### src/rtl/sdtq_pkg.sv
`timescale 1ns / 1ps
`default_nettype none
// ----------------------------------------------------------------------------
// sdtq_pkg
// Shared types, codes and time arithmetic of the sorted deadline timer queue.
// ----------------------------------------------------------------------------
package sdtq_pkg;

    localparam int unsigned SDTQ_DEPTH = 16;
    localparam logic [19:0] USEC_PER_SEC = 20'd1000000;
    localparam logic [31:0] SEC_MAX = 32'hFFFF_FFFF;
    localparam logic [19:0] USEC_MAX = 20'd999999;

    typedef enum logic [1:0] {
        CMD_INSERT = 2'd0,
        CMD_CHECK  = 2'd1,
        CMD_QUERY  = 2'd2
    } t_cmd;

    typedef enum logic [2:0] {
        KIND_FIRED  = 3'd0,
        KIND_ALARM  = 3'd1,
        KIND_CANCEL = 3'd2,
        KIND_HEAD   = 3'd3,
        KIND_FULL   = 3'd4
    } t_kind;

    typedef struct packed {
        logic [31:0] sec;
        logic [19:0] usec;
    } t_time;

    typedef struct packed {
        logic        valid;
        logic [31:0] sec;
        logic [19:0] usec;
        logic [15:0] tag;
    } t_entry;

    // Control from the sequencer to every cell of the chain.
    typedef struct packed {
        logic insert;
        logic pop;
    } t_chain_op;

    // Status of the chain seen by the sequencer.
    typedef struct packed {
        t_entry head;
        logic   head_le;
        logic   full;
    } t_chain_stat;

    // True when time a is not later than time b.
    function automatic logic not_later(t_time a, t_time b);
        return (a.sec < b.sec) || ((a.sec == b.sec) && (a.usec <= b.usec));
    endfunction

    // Carries a microsecond field of one second or more into the seconds.
    // A 20-bit field stays below two seconds, so one carry is enough.
    function automatic t_time norm_time(logic [31:0] sec, logic [19:0] usec);
        t_time       r;
        logic [32:0] s;
        if (usec >= USEC_PER_SEC) begin
            s = {1'b0, sec} + 33'd1;
            r.usec = usec - USEC_PER_SEC;
        end else begin
            s = {1'b0, sec};
            r.usec = usec;
        end
        r.sec = s[31:0];
        if (s[32]) begin
            r.sec = SEC_MAX;
            r.usec = USEC_MAX;
        end
        return r;
    endfunction

    // Sum of two normalized times, saturated at the largest time.
    function automatic t_time add_time(t_time a, t_time b);
        t_time       r;
        logic [20:0] u;
        logic        c;
        logic [32:0] s;
        u = {1'b0, a.usec} + {1'b0, b.usec};
        c = (u >= {1'b0, USEC_PER_SEC});
        s = {1'b0, a.sec} + {1'b0, b.sec} + {32'd0, c};
        r.sec = s[31:0];
        r.usec = c ? 20'(u - {1'b0, USEC_PER_SEC}) : u[19:0];
        if (s[32]) begin
            r.sec = SEC_MAX;
            r.usec = USEC_MAX;
        end
        return r;
    endfunction

    // Time from b until a, zero when a is not later than b.
    function automatic t_time interval(t_time a, t_time b);
        t_time       r;
        logic [20:0] u;
        if (not_later(a, b)) begin
            r = '0;
        end else if (b.usec > a.usec) begin
            u = {1'b0, a.usec} + {1'b0, USEC_PER_SEC} - {1'b0, b.usec};
            r.sec = a.sec - b.sec - 32'd1;
            r.usec = u[19:0];
        end else begin
            r.sec = a.sec - b.sec;
            r.usec = a.usec - b.usec;
        end
        return r;
    endfunction

endpackage
`default_nettype wire

### src/rtl/sdtq_cell.sv
`timescale 1ns / 1ps
`default_nettype none
// ----------------------------------------------------------------------------
// sdtq_cell
// One slot of the sorted chain: holds an entry, shifts right on insert and
// left on pop.
// ----------------------------------------------------------------------------
module sdtq_cell (
    input  wire                  i_clk,
    input  wire                  i_rst_n,
    input  sdtq_pkg::t_chain_op  i_op,
    input  sdtq_pkg::t_entry     i_new,
    input  sdtq_pkg::t_entry     i_left,
    input  wire                  i_left_le,
    input  sdtq_pkg::t_entry     i_right,
    output sdtq_pkg::t_entry     o_entry,
    output logic                 o_le
);
    import sdtq_pkg::*;

    t_entry r_entry;
    t_entry n_entry;
    logic   w_le;

    // The entry stays in front of the new one if its deadline is not later.
    assign w_le = r_entry.valid &&
                  not_later(t_time'{r_entry.sec, r_entry.usec},
                            t_time'{i_new.sec, i_new.usec});

    always_comb begin
        n_entry = r_entry;
        if (i_op.insert && !w_le) begin
            n_entry = i_left_le ? i_new : i_left;
        end else if (i_op.pop) begin
            n_entry = i_right;
        end
    end

    always_ff @(posedge i_clk) begin
        if (!i_rst_n) begin
            r_entry.valid <= 1'b0;
        end else begin
            r_entry <= n_entry;
        end
    end

    assign o_entry = r_entry;
    assign o_le = w_le;

endmodule
`default_nettype wire

### src/rtl/sdtq_chain.sv
`timescale 1ns / 1ps
`default_nettype none
// ----------------------------------------------------------------------------
// sdtq_chain
// Row of cells kept in ascending deadline order, head in cell zero.
// ----------------------------------------------------------------------------
module sdtq_chain (
    input  wire                   i_clk,
    input  wire                   i_rst_n,
    input  sdtq_pkg::t_chain_op   i_op,
    input  sdtq_pkg::t_entry      i_new,
    output sdtq_pkg::t_chain_stat o_stat
);
    import sdtq_pkg::*;

    t_entry w_ent [SDTQ_DEPTH];
    logic   w_le  [SDTQ_DEPTH];

    for (genvar g = 0; g < SDTQ_DEPTH; g++) begin : g_cell
        t_entry w_left;
        t_entry w_right;
        logic   w_left_le;

        if (g == 0) begin : g_first
            assign w_left = '0;
            assign w_left_le = 1'b1;
        end else begin : g_mid
            assign w_left = w_ent[g-1];
            assign w_left_le = w_le[g-1];
        end

        if (g == SDTQ_DEPTH - 1) begin : g_last
            assign w_right = '0;
        end else begin : g_inner
            assign w_right = w_ent[g+1];
        end

        sdtq_cell u_cell (
            .i_clk     (i_clk),
            .i_rst_n   (i_rst_n),
            .i_op      (i_op),
            .i_new     (i_new),
            .i_left    (w_left),
            .i_left_le (w_left_le),
            .i_right   (w_right),
            .o_entry   (w_ent[g]),
            .o_le      (w_le[g])
        );
    end

    assign o_stat.head = w_ent[0];
    assign o_stat.head_le = w_le[0];
    assign o_stat.full = w_ent[SDTQ_DEPTH-1].valid;

endmodule
`default_nettype wire

### src/rtl/sorted_deadline_timer_queue.sv
`timescale 1ns / 1ps
`default_nettype none
// A query passes through NORM and QUERY, an insert through NORM, SUM and INS,
// where an immediate fire or full result is written, and then through ALARM
// when it makes a new head. A check passes through NORM and CHECK, which gives
// one fired tag per cycle while the output does not stall, then through ALARM
// for a closing alarm. One request is in work at a time: the next one is taken
// only back in IDLE. Reset clears every valid bit of the chain at once.
// ----------------------------------------------------------------------------
// sorted_deadline_timer_queue
// Timer queue that keeps pending timeouts sorted by deadline in a chain of
// cells and reports fired tags, alarm intervals and the head deadline.
// ----------------------------------------------------------------------------
module sorted_deadline_timer_queue (
    input  wire          i_clk,
    input  wire          i_rst_n,
    // Request stream.
    input  wire          i_s_tvalid,
    output logic         o_s_tready,
    input  wire  [119:0] i_s_tdata,  // now_sec, now_usec, delay_sec, delay_usec, tag
    input  wire  [1:0]   i_s_tuser,  // cmd
    // Result stream.
    output logic         o_m_tvalid,
    input  wire          i_m_tready,
    output logic [71:0]  o_m_tdata,  // fired_tag, time_sec, time_usec, zero fill
    output logic [2:0]   o_m_tuser,  // kind
    output logic         o_m_tlast
);
    import sdtq_pkg::*;

    // Sequencer steps. Every decoded request passes through NORM, where the
    // current time and the delay are normalized; an insert then forms its
    // deadline in SUM and is placed into the chain in INS.
    typedef enum logic [2:0] {
        S_IDLE,
        S_NORM,
        S_SUM,
        S_INS,
        S_CHECK,
        S_ALARM,
        S_QUERY
    } t_state;

    t_state      r_state;
    t_cmd        r_cmd;
    t_time       r_now;
    t_time       r_dly;
    t_time       r_dl;
    logic [15:0] r_tag;

    logic        r_out_valid;
    logic [2:0]  r_out_kind;
    logic [15:0] r_out_tag;
    t_time       r_out_time;
    logic        r_out_last;

    t_chain_op   w_op;
    t_chain_stat w_stat;
    t_entry      w_new;
    t_time       w_head;
    logic        w_slot;
    logic        w_accept;
    logic        w_new_due;
    logic        w_head_due;
    logic        w_emit;

    assign w_accept = i_s_tvalid && o_s_tready;
    // The output register can take a new result when empty or being drained.
    assign w_slot = !r_out_valid || i_m_tready;

    assign w_head = t_time'{w_stat.head.sec, w_stat.head.usec};
    assign w_new = '{valid: 1'b1, sec: r_dl.sec, usec: r_dl.usec, tag: r_tag};
    // A deadline that is not later than now fires at once and is never stored.
    assign w_new_due = not_later(r_dl, r_now);
    assign w_head_due = w_stat.head.valid && not_later(w_head, r_now);

    // Insert happens in the single INS cycle, pop only when the fired tag
    // is actually written to the output register.
    assign w_op.insert = (r_state == S_INS) && !w_new_due && !w_stat.full;
    assign w_op.pop = (r_state == S_CHECK) && w_head_due && w_slot;

    // High in the cycles where the sequencer writes a result to the output
    // register; a drained result is then replaced instead of cleared.
    always_comb begin
        case (r_state)
            S_INS:   w_emit = w_slot && (w_new_due || w_stat.full);
            S_CHECK: w_emit = w_slot && (w_head_due || !w_stat.head.valid);
            S_ALARM: w_emit = w_slot;
            S_QUERY: w_emit = w_slot;
            default: w_emit = 1'b0;
        endcase
    end

    sdtq_chain u_chain (
        .i_clk   (i_clk),
        .i_rst_n (i_rst_n),
        .i_op    (w_op),
        .i_new   (w_new),
        .o_stat  (w_stat)
    );

    always_ff @(posedge i_clk) begin
        if (!i_rst_n) begin
            r_state <= S_IDLE;
            r_out_valid <= 1'b0;
        end else begin
            if (i_m_tready && !w_emit) begin
                r_out_valid <= 1'b0;
            end
            case (r_state)
                S_IDLE: begin
                    if (w_accept) begin
                        r_cmd <= t_cmd'(i_s_tuser);
                        r_now <= t_time'{i_s_tdata[31:0], i_s_tdata[51:32]};
                        r_dly <= t_time'{i_s_tdata[83:52], i_s_tdata[103:84]};
                        r_tag <= i_s_tdata[119:104];
                        // The unused command code is dropped without a result.
                        if (i_s_tuser != CMD_INSERT && i_s_tuser != CMD_CHECK &&
                            i_s_tuser != CMD_QUERY) begin
                            r_state <= S_IDLE;
                        end else begin
                            r_state <= S_NORM;
                        end
                    end
                end
                S_NORM: begin
                    r_now <= norm_time(r_now.sec, r_now.usec);
                    r_dly <= norm_time(r_dly.sec, r_dly.usec);
                    case (r_cmd)
                        CMD_INSERT: r_state <= S_SUM;
                        CMD_CHECK:  r_state <= S_CHECK;
                        default:    r_state <= S_QUERY;
                    endcase
                end
                S_SUM: begin
                    r_dl <= add_time(r_now, r_dly);
                    r_state <= S_INS;
                end
                S_INS: begin
                    if (w_new_due || w_stat.full) begin
                        if (w_slot) begin
                            r_out_valid <= 1'b1;
                            r_out_kind <= w_new_due ? KIND_FIRED : KIND_FULL;
                            r_out_tag <= w_new_due ? r_tag : 16'd0;
                            r_out_time <= '0;
                            r_out_last <= 1'b1;
                            r_state <= S_IDLE;
                        end
                    end else begin
                        // The chain takes the entry in this cycle; only a new
                        // head moves the alarm.
                        r_state <= w_stat.head_le ? S_IDLE : S_ALARM;
                    end
                end
                S_CHECK: begin
                    if (w_head_due) begin
                        if (w_slot) begin
                            r_out_valid <= 1'b1;
                            r_out_kind <= KIND_FIRED;
                            r_out_tag <= w_stat.head.tag;
                            r_out_time <= '0;
                            r_out_last <= 1'b0;
                        end
                    end else if (w_stat.head.valid) begin
                        r_state <= S_ALARM;
                    end else if (w_slot) begin
                        r_out_valid <= 1'b1;
                        r_out_kind <= KIND_CANCEL;
                        r_out_tag <= 16'd0;
                        r_out_time <= '0;
                        r_out_last <= 1'b1;
                        r_state <= S_IDLE;
                    end
                end
                S_ALARM: begin
                    if (w_slot) begin
                        r_out_valid <= 1'b1;
                        r_out_kind <= KIND_ALARM;
                        r_out_tag <= 16'd0;
                        r_out_time <= interval(w_head, r_now);
                        r_out_last <= 1'b1;
                        r_state <= S_IDLE;
                    end
                end
                S_QUERY: begin
                    if (w_slot) begin
                        r_out_valid <= 1'b1;
                        r_out_kind <= KIND_HEAD;
                        r_out_tag <= 16'd0;
                        r_out_time <= w_stat.head.valid ? w_head : '0;
                        r_out_last <= 1'b1;
                        r_state <= S_IDLE;
                    end
                end
                default: begin
                    r_state <= S_IDLE;
                end
            endcase
        end
    end

    assign o_s_tready = (r_state == S_IDLE);
    assign o_m_tvalid = r_out_valid;
    assign o_m_tdata = {4'd0, r_out_time.usec, r_out_time.sec, r_out_tag};
    assign o_m_tuser = r_out_kind;
    assign o_m_tlast = r_out_last;

`ifndef NO_ASSERTIONS
    // A full chain always has a valid head.
    a_full_has_head: assert property (@(posedge i_clk) disable iff (!i_rst_n)
        w_stat.full |-> w_stat.head.valid)
        else $error("chain full without a valid head");

    // Only a fired tag from a check can be followed by more results.
    a_nonfired_last: assert property (@(posedge i_clk) disable iff (!i_rst_n)
        (o_m_tvalid && o_m_tuser != KIND_FIRED) |-> o_m_tlast)
        else $error("non-fired result without last");

    // After an insert the chain holds at least one entry.
    a_insert_fills: assert property (@(posedge i_clk) disable iff (!i_rst_n)
        w_op.insert |=> w_stat.head.valid)
        else $error("insert left the chain empty");

    // Insert and pop never happen together.
    a_op_exclusive: assert property (@(posedge i_clk) disable iff (!i_rst_n)
        !(w_op.insert && w_op.pop))
        else $error("insert and pop in the same cycle");
`endif

endmodule
`default_nettype wire

### config.mk
export PLATFORM = sky130hd
export DESIGN_NAME = sorted_deadline_timer_queue
export DESIGN_NICKNAME = d
export VERILOG_FILES = /design/src/rtl/sdtq_pkg.sv /design/src/rtl/sdtq_cell.sv /design/src/rtl/sdtq_chain.sv /design/src/rtl/sorted_deadline_timer_queue.sv
export SDC_FILE = /design/constraint.sdc
export NUM_CORES = 2
export LEC_CHECK = 0
export ABC_AREA = 0
export BUFFER_PORTS_ARGS = -buffer_cell sky130_fd_sc_hd__buf_2
export CELL_PAD_IN_SITES_DETAIL_PLACEMENT = 1
export CELL_PAD_IN_SITES_GLOBAL_PLACEMENT = 1
export CORE_ASPECT_RATIO = 1.25
export CORE_MARGIN = 10
export CORE_UTILIZATION = 51
export DETAILED_ROUTE_END_ITERATION = 16
export GPL_TIMING_DRIVEN = 0
export PLACE_DENSITY = 0.9
export SLEW_MARGIN = 0
export SYNTH_ARGS = -nofsm -noshare
export SYNTH_HDL_FRONTEND = slang
export SYNTH_SLANG_ARGS = --single-unit
### constraint.sdc
create_clock -name i_clk -period 7.91 [get_ports i_clk]
set_input_delay 0.3955 -clock i_clk [delete_from_list [all_inputs] [get_ports i_clk]]
set_output_delay 0.3955 -clock i_clk [all_outputs]
set_load 0.01 [all_outputs]
==> results.md <==
- Run status: finished with violations
- Violated checks: max-capacitance violations, max-slew violations, negative setup slack
- Mean instance size in the synthesized netlist: 9.99 µm²
- Root Buffer: sky130_fd_sc_hd__clkbuf_16
- Most frequently used flop master after synthesis: sky130_fd_sc_hd__edfxtp_1
- Reg power frac: 45.8%
- Number of enable-type register cells in the synthesized netlist: roughly 1300
- Maximum number of pins on one net before global-route repair: 53
- Total die area: around 200000 µm²
- Final worst path period need: roughly 8.1 ns
- Crit Path Class: flip-flop to flip-flop
- Biggest area contributors in the synthesized netlist: sky130_fd_sc_hd__edfxtp_1 43%, sky130_fd_sc_hd__ha_1 13%, sky130_fd_sc_hd__a21oi_1 8.2%
- Fraction of power spent switching nets: 29.0%
- Mean routed wirelength per cell: approximately 32 µm
- Fin Clk Skew: 0.0642 ns
- Total vias in the final route: around 86000
- Data required, critical path: between 8 and 9 ns
- Std cell rows: between 150 and 200
- Tightest hold margin: 0.208 ns
- Total met2 wirelength after detailed routing: 174 mm
- Min-Delay Path Class: input pin to flip-flop
- Reg clk slew, reported paths: 0.07 ns
- Drt first-iter violations: 10700
- Layout Cell Area excl Fill: roughly 100000 µm²
- Max-cap viol count: 2
- Area share of the largest cell type after synthesis: 43.2%
- Sink count of the clock tree: 1354
- Routability congestion estimate from global placement: approximately 0.97
- Cell Int Power: approximately 0.013 W
- Core Footprint: 180000 µm²
- Total Routing Usage GR: about two fifths
- Rel. slew slack: -4.56%
- Number of inserted filler cells in the final layout: 19800
- Initial antenna violation count: 21
- CTS Buf Count: 149
- Die extent in y: roughly 500 µm
- Maximum fanout encountered on the critical timing path: 52
- Lkg Pwr: 42.0 nW
- Proportion of layout cells with a drive suffix above 1: 7.92%
- Effective utilization at floorplan: 51.4%
- I/O Buffers: 198
- Critical path capture point type: flip-flop
- Worst-case clock buffer depth: 3
- Fraction of synthesis flops using an asynchronous set or reset pin: 0%
- Post-synthesis sequential element count: around 1400
- Maximum level of the CTS H-tree: 4
- Arrival time at the worst endpoint: 8.60 ns
- Logic pwr share: a little over an eighth
- Pins over their slew limit: 18
- Part of the total power dissipated in the clock network: 40.8%
- Initial DRT Pass Iterations: 6
- Post-synthesis cell area: 92800 µm²
- Vias in the first global route: 89700
- Yosys top cell by area: sky130_fd_sc_hd__edfxtp_1
- Highest clock frequency the design can meet: 0.124 GHz
- Global route overflow: 0
- Cell breakdown of the critical path: clkbuf_2, clkinv_2, ha_1, nor2b_1, o21ai_0, nand2b_1, a21oi_1, or4_1, a31oi_1, a211o_1, o211ai_1, buf_4, or2_1, clkbuf_1, nor2_1, buf_2, buf_2, o21a_4, buf_16
- Routed metal-1 wire length: 142 mm
- Final nets: 10900
- Cells after Synth: 9290
- Post-place instance area: about 98000 µm²
- Number of top-level design ports: 204
- Top routing layer in use: met5
- Most frequent cell after synthesis: sky130_fd_sc_hd__a21oi_1
- Clock latency reported for the late side of the worst-skew pair: 0.90 ns
- PwrDens: 171 nW/µm²
- Yosys cell types: 91
- Sequential-to-total area share from yosys stat: roughly 44%
- Placed wire-length estimate after detailed placement: roughly 280 mm
- Area overhead of the layout relative to synthesis: 11.9%
- Ranking of synthesized cells by instance count: 1514 x sky130_fd_sc_hd__a21oi_1, 1428 x sky130_fd_sc_hd__nor2_1, 1334 x sky130_fd_sc_hd__edfxtp_1
- Final-report hold violation count: 0
- Routed met3 length: just over 40 mm
- First-pass GRT wire length: 582 mm
- Final setup violation count: 52
- Setup WS post-layout: -0.161 ns
- Dominant cell type by count on the critical path: sky130_fd_sc_hd__buf_2
- Setup repair after global routing missed its margin: false
- Slowest-stage cell, CP: sky130_fd_sc_hd__edfxtp_1
- Max incr delay on CP: between 0.9 and 1 ns
- Tightest Pin Transition: approximately 1.6 ns
- Via density per instance: ~7
- Routed WL: ~400 mm
- Setup crit start kind: flip-flop
- Number of DRC violations after detailed routing: 0
- Antenna violation net count after detailed routing: 0
- Final worst-path cycle share: 102%
- Clock tree from TritonCTS: done
- Floorplan die width: 401 µm
- Net switching power: 0.00515 W
- Number of warnings issued by yosys: 0
- Minimum setup slack after placement: -1.52 ns
- Worst IR drop on VDD: around 190 µV
## state kept, by name, summed over array words and instances, names as in the netlist, 16 cells and up
signal,count
r_dl,52
u_chain.g_cell.u_cell.o_entry,1104
o_m_tdata,52
r_out_tag,16
r_now,52
r_dly,52
r_tag,16
## stage by stage
step	TNS [ns]	utilization (%)	total power (W)	std cells
2_1_floorplan	0	-	0.00964	9293
3_3_place_gp	-4685.54	53.6	0.0103	11900
3_5_place_dp	-483.37	54.1	0.0104	11900
4_1_cts	0	57.4	0.0174	12300
5_1_grt	0	57.5	0.0181	12300
6_report	-7.17	57.5	0.0178	12300
## layout make-up
class | instances | area [µm²] | share of cell area, %
diodes | 14 | 35.0 | 0.0338
well taps | 2376 | 2970 | 2.86
clock inverters | 91 | 805 | 0.775
inverters | 212 | 798 | 0.769
plain buffers | 547 | 2160 | 2.09
clock buffers | 176 | 3880 | 3.74
multi-input cells | 7180 | 49700 | 47.9
flip-flops and latches | 1354 | 40500 | 39.0
repair buffers | 365 | 3000 | 2.89
## cells in the final DEF (no fill, tap or decap), types with 29 or more instances in the layout
cell type / Yosys / final
sky130_fd_sc_hd__nand2b_1: 54 / 54
sky130_fd_sc_hd__mux2i_1: 706 / 706
sky130_fd_sc_hd__mux2_2: 195 / 195
sky130_fd_sc_hd__buf_1: 48 / 48
sky130_fd_sc_hd__nor3_1: 66 / 66
sky130_fd_sc_hd__buf_2: 30 / 225
sky130_fd_sc_hd__clkbuf_1: 459 / 467
sky130_fd_sc_hd__nand2_1: 421 / 421
sky130_fd_sc_hd__edfxtp_1: 1334 / 1334
sky130_fd_sc_hd__buf_12: 0 / 30
sky130_fd_sc_hd__xor2_1: 57 / 56
sky130_fd_sc_hd__clkbuf_16: 0 / 150
sky130_fd_sc_hd__a21oi_1: 1514 / 1512
sky130_fd_sc_hd__nor2b_1: 70 / 70
sky130_fd_sc_hd__nand3_1: 91 / 91
sky130_fd_sc_hd__inv_1: 210 / 210
sky130_fd_sc_hd__xnor2_1: 130 / 130
sky130_fd_sc_hd__ha_1: 968 / 968
sky130_fd_sc_hd__o21ai_0: 310 / 309
sky130_fd_sc_hd__nor4_1: 32 / 32
sky130_fd_sc_hd__dlygate4sd3_1: 0 / 123
sky130_fd_sc_hd__clkinv_2: 0 / 32
sky130_fd_sc_hd__a21o_1: 328 / 328
sky130_fd_sc_hd__a211oi_1: 30 / 29
sky130_fd_sc_hd__nor2_1: 1428 / 1409
sky130_fd_sc_hd__clkinv_1: 2 / 31
sky130_fd_sc_hd__o21ai_1: 55 / 54
sky130_fd_sc_hd__nand4_1: 197 / 197
sky130_fd_sc_hd__and3_1: 34 / 32
sky130_fd_sc_hd__o21a_1: 95 / 93
## per-layer routing
metal  vias to the layer above  track usage, %
met5                         -               0
met4                        14            32.5
met3                      1817            9.27
met2                      6108            57.9
met1                     42500            45.1
li1                      35500               -
## final timing paths
path / from / end / slack, ns / cells past startpoint
max: r_dl[0]$_SDFFCE_PP1P_ / u_chain.g_cell[8].u_cell.o_entry[55]$_DFFE_PP_ / -0.16 / 19
min: i_m_tready / o_m_tvalid$_SDFF_PN0_ / 0.21 / 3
min reg2reg: r_out_tag[13]$_DFFE_PP_ / r_out_tag[13]$_DFFE_PP_ / 0.58 / 2
max reg2reg: r_dl[0]$_SDFFCE_PP1P_ / u_chain.g_cell[8].u_cell.o_entry[55]$_DFFE_PP_ / -0.16 / 19
## power groups by stage
stage	combinational, W	clock, W	sequential, W
detailed placement	0.00213	0	0.00827
global route	0.00255	0.00742	0.00813
finish	0.00238	0.00725	0.00813
CTS	0.00224	0.00709	0.00812
global placement	0.00198	0	0.00828
floorplan	0.00143	0	0.00821
## logic make-up after synthesis
group           share of synthesized area (%)
xor+xnor                                 1.77
fa+ha+maj                                13.4
other cells                           0.00404
buf+inv                                  3.16
flops                                    43.6
mux                                      10.1
simple gates                             12.0
compound gates                           15.9
## critical path: cells and delay by family (launching register included)
family	cells	cell delay, ns
compound gates	6	1.38
flops	1	0.93
fa+ha+maj	1	0.34
buf+inv	7	3.37
simple gates	5	1.63
## what timing repair did
action                                   CTS  global route
hold buffers                             123             0
pin swaps                                  5             4
cloned                                     0             0
resized for setup                         21            11
endpoints found under the hold margin    123             0
endpoints found under the setup margin  1238            51
setup buffers                              5             3
(Power assumes the default switching activity.)
